`src/hdl/assert_macros.svh`:
```
// Assertion helpers shared by the RTL.
`ifndef ASSERT_MACROS_SVH
`define ASSERT_MACROS_SVH

// Concurrent check on clk, quiet while rst_n is low.
`define ASSERT_CLK(lbl, prop, msg) \
    lbl: assert property (@(posedge clk) disable iff (!rst_n) prop) else $error(msg);

// Implication checked in the next cycle, same clock and reset.
`define ASSERT_NEXT(lbl, ante, cons, msg) \
    lbl: assert property (@(posedge clk) disable iff (!rst_n) (ante) |=> (cons)) else $error(msg);

`endif

```
`src/hdl/rsdr_ram.sv`:
```
module rsdr_ram #(
    parameter int unsigned WIDTH = 8,
    parameter int unsigned DEPTH = 256
) (
    input  logic                     clk,
    input  logic                     wr_en,
    input  logic [$clog2(DEPTH)-1:0] wr_addr,
    input  logic [WIDTH-1:0]         wr_data,
    input  logic                     rd_en,
    input  logic [$clog2(DEPTH)-1:0] rd_addr,
    output logic [WIDTH-1:0]         rd_data
);

    logic [WIDTH-1:0] mem [DEPTH];
    logic [WIDTH-1:0] rd_data_reg;

    always_ff @(posedge clk)
    begin
        if (wr_en)
        begin
            mem[wr_addr] <= wr_data;
        end
        if (rd_en)
        begin
            rd_data_reg <= mem[rd_addr];
        end
    end

    assign rd_data = rd_data_reg;

endmodule

```
`config.mk`:
```
export PLATFORM = sky130hd
export DESIGN_NAME = rsdr_ram
export DESIGN_NICKNAME = d
export VERILOG_FILES = /design/src/hdl/assert_macros.svh /design/src/hdl/rsdr_ram.sv
export SDC_FILE = /design/constraint.sdc
export NUM_CORES = 2
export LEC_CHECK = 0
export BUFFER_PORTS_ARGS = -buffer_cell sky130_fd_sc_hd__buf_4
export CAP_MARGIN = 20
export CORE_UTILIZATION = 25
export DETAILED_ROUTE_END_ITERATION = 7
export GPL_ROUTABILITY_DRIVEN = 0
export PLACE_DENSITY_LB_ADDON = 0.2
export SETUP_SLACK_MARGIN = 0.5
export SYNTH_ARGS = -nofsm -noshare
export SYNTH_HDL_FRONTEND = slang
export SYNTH_SLANG_ARGS = --single-unit
```
`constraint.sdc`:
```
create_clock -name clk -period 2.3 [get_ports clk]
set_input_delay 0 -clock clk [delete_from_list [all_inputs] [get_ports clk]]
set_output_delay 0 -clock clk [all_outputs]
set_load 0.005 [all_outputs]
```
* Yosys cells after proc, flatten, opt, wreduce, memory -nomap -nowiden
Memory sizes are Yosys's and may differ from the RTL's. A register that Yosys moved wholly into a read port is not among the register bits. Index checks and enable logic that the tools add are counted.
Word-level totals: register bits 0, bits in writable memories 2048, output and inout bits 8, logic and storage cells 3, memories kept 1
Cells by class: multiplexer cells 2
Memory list:
- mem | words 256, bits a word 8, read ports 1, clocked after Yosys merged registers in 1, wr ports 1, line rsdr_ram.sv:14 | logic [WIDTH-1:0] mem [DEPTH];
Operator list (number):
- 2-to-1 mux 1 bit | 2

* Logic depth before layout (Yosys ltp)
depth in word-level cells 2, gate-level depth with buffers 11

* Least setup slack after synthesis
Ideal clock, no wire load.
kind in2reg, start point in rd_addr[0], end point reg rd_data_reg[2], in the netlist rd_data[2], read port of mem, data pin, library setup time 0.269 ns, data arrival time 1.807 ns, data required time 2.031 ns, slack 0.224 ns, cell stages on the path 9, path buffers 4, cells stage by stage buf_6 > buf_12 > buf_8 > buf_2 > mux4_2 > a22oi_1 > a21oi_1 > nor4_1 > nor4_2
RTL lines:
- from (decl) | line rsdr_ram.sv:10 | input logic [$clog2(DEPTH)-1:0] rd_addr,
- to (decl) | line rsdr_ram.sv:15 | logic [WIDTH-1:0] rd_data_reg;

==> summary.txt <==
largest stage delay on the critical path: 540 ps
Initial Util: 0.252
antenna violations before repair: 15
# IOs: 35
clk_lat worst skew: 870 ps
CTS tree: done
cell family with most CP delay: multiplexers
status: finished with violations
row count: 206
Via density: 4.56
Post-Syn Area: 79600 um2
final worst slack: -218 ps
worst path required time: 2920 ps
IO buf count: 34
Clock transition at path regs: 60 ps
first-pass GRT wire length: 329 mm
largest net degree at the start of global routing: 101
fin util: 0.310
RSZ-0062 raised after global routing: yes
Place WS: -1260 ps
H-tree Lvls: 4
pwr/cell area: 819 nW/um2
fill cell count: 30600
crit-path cells: mux4_2, mux4_2, nor2b_4, nor4_4, buf_6, nor4_2
layout cell share with drive strength beyond 1: 0.350
Min-Delay Path Class: input pin to flip-flop
min Tclk post-route: 2520 ps
Max-slew headroom: 0.428
Detailed Routing Iterations Pass 1: 8
Max Clock Freq: 397 MHz
Yosys cell types: 54
period utilisation layout: 1.09
DRT iter0 DRCs: 3722
synthesized flop and latch total: 2056
VDD IR max: 587 uV
Die ar.: 321000 um2
syn_nets: 3760
critical path class: flip-flop to flip-flop
area grow syn2layout: 22.9%
core outline area: 316000 um2
Post-Route WL: 232 mm
WHS: 84.1 ps
Post-Syn Instances: 3733
die height: 566 um
synthesized area per cell: 21.3 um2
DRC viols: 2
DP Wirelength: 154 mm
CP most frequent cell: mux4_2
Tot Pwr: 80.2 mW
critical path's slowest cell: mux4_2
Leak Pwr: 31.0 nW
critical path peak fanout: 1
CP arrival: 3140 ps
Final setup viols: 6
final net count: 4534
Fin Clk Skew: 42.2 ps
Routed wire per std cell: 26.2 um
FFs w/ async S/R, synth: 0
violations in the final reports: DRC, setup timing
Detail Route Antenna Nets: 0
clk root buf: clkbuf_16
GRT Total Usage: 0.143
Syn. warnings: 0
DIE WIDTH: 566 um
max-cap violations: 0
global route overflow: 0
CP startpoint kind: flip-flop
Slew @ Worst Pin: 856 ps
Clock Path Buffers: 4
pins over their slew limit: 0
ys flop type: edfxtp_1
EDFF count, synth: 2056
CTS buffer count: 225
clk sinks: 2056
vias in the first global route: 42200
Buf/Inv on CP: 1
Seq/Total Area, Yosys: 0.775
max reg flops: 2048
post-route setup TNS: -641 ps
final hold violations: 0
critical path capture point type: flip-flop
total number of vias: 40300
## power breakdown
part / total [mW] / internal [mW] / switching [mW]
Clock: 34.1 / 19.4 / 14.7
Combinational: 4.73 / 1.90 / 2.82
Sequential: 41.4 / 41.3 / 0.0409
## Yosys cell counts (8+ instances only)
| library cell | instances | area [um2] |
|---|---|---|
| a211oi_1 | 16 | 120 |
| a21oi_1 | 96 | 480 |
| a221oi_1 | 13 | 114 |
| a22o_1 | 8 | 70.1 |
| a22oi_1 | 133 | 998 |
| buf_1 | 22 | 82.6 |
| buf_12 | 8 | 160 |
| buf_2 | 31 | 155 |
| buf_4 | 27 | 203 |
| buf_6 | 21 | 236 |
| buf_8 | 13 | 195 |
| clkbuf_1 | 111 | 417 |
| edfxtp_1 | 2056 | 61700 |
| mux2i_1 | 134 | 1340 |
| mux4_2 | 454 | 10200 |
| nand2_1 | 33 | 124 |
| nand2b_1 | 8 | 50.1 |
| nand3_1 | 34 | 170 |
| nand4_1 | 10 | 62.6 |
| nor2_1 | 282 | 1060 |
| nor2b_1 | 31 | 194 |
| nor3_1 | 22 | 110 |
| nor4_1 | 24 | 150 |
| o211ai_1 | 10 | 75.1 |
| o21ai_0 | 10 | 50.1 |
| o221ai_1 | 46 | 403 |
| o22ai_1 | 28 | 175 |
## final cells by class
type                       instances  area, um2  share of cell area
antenna                            3       7.51           0.0000767
clock buffer                     280       5880              0.0601
clock inverter                   126        942             0.00962
inverter                           2       7.51           0.0000767
multi-input combinational       1442      17100               0.175
sequential                      2056      61700               0.631
tap                             4160       5200              0.0532
timing repair buffer             780       7020              0.0717
## worst reg2reg max path: stages, from the launching register on
cell,delay [ps]
edfxtp_1,370
mux4_2,530
mux4_2,540
nor2b_4,160
nor4_4,420
buf_6,210
nor4_2,50
## per-layer routing
| metal | routed length, um | share of wire | GRT usage |
|---|---|---|---|
| met1 | 104000 | 0.45 | 0.199 |
| met2 | 113000 | 0.49 | 0.236 |
| met3 | 10100 | 0.043 | 0.0194 |
| met4 | 4760 | 0.021 | 0.0315 |
| met5 | 0 | 0 | 0 |
## cells in the final DEF, fill, tap and decap left out, drive strengths merged, types with 3 or more instances in the layout
master,synthesis,final
nor2b,31,31
bufinv,0,13
a22oi,133,133
nor2,282,282
a22o,8,8
buf,122,761
nand4,10,10
a2111oi,5,5
o22a,5,5
clkinv,1,104
inv,1,4
o221ai,47,47
o22ai,28,28
o211ai,10,10
nand2b,8,8
or2,4,4
a21oi,96,96
diode,0,3
o32ai,5,5
mux4,456,456
dlygate4sd3,0,19
nor3,22,22
clkinvlp,0,7
nand2,33,33
a211oi,16,16
clkbuf,111,280
o21ai,12,12
mux2i,134,134
a221oi,14,14
nor4,27,27
nand3,34,34
edfxtp,2056,2056
and2,6,6
## cell families after synthesis
kind of cell	synth area share
flip-flops	0.775
buffers and inverters	0.0183
AO/OA/AOI/OAI	0.0342
multiplexers	0.146
AND/OR/NAND/NOR	0.0263
## repair_timing
| item | 4_1_cts | 5_1_grt |
|---|---|---|
| resized for setup | 60 | 22 |
| setup buffers | 0 | 0 |
| endpoints found under the setup margin | 8 | 85 |
| pin swaps | 18 | 9 |
| endpoints found under the hold margin | 2736 | 0 |
| hold buffers | 19 | 0 |
## final timing paths
| check | depth (start not counted) | startpoint | endpoint | slack, ps |
|---|---|---|---|---|
| setup / recovery | 6 | mem[83][4] | rd_data[4] | -220 |
| hold / removal | 2 | rd_en | rd_data[4] | 80 |
| setup reg to reg | 6 | mem[83][4] | rd_data[4] | -220 |
| hold reg to reg | 6 | mem[92][2] | rd_data[2] | 1250 |
## through the flow
step / instances / cell area (um2)
detailed placement: 8421 / 90400
floorplan: 3733 / 80000
global placement: 8420 / 90400
CTS: 8846 / 97800
finish: 8849 / 97900
global route: 8848 / 97900
Power figures use the tool's default switching activity.
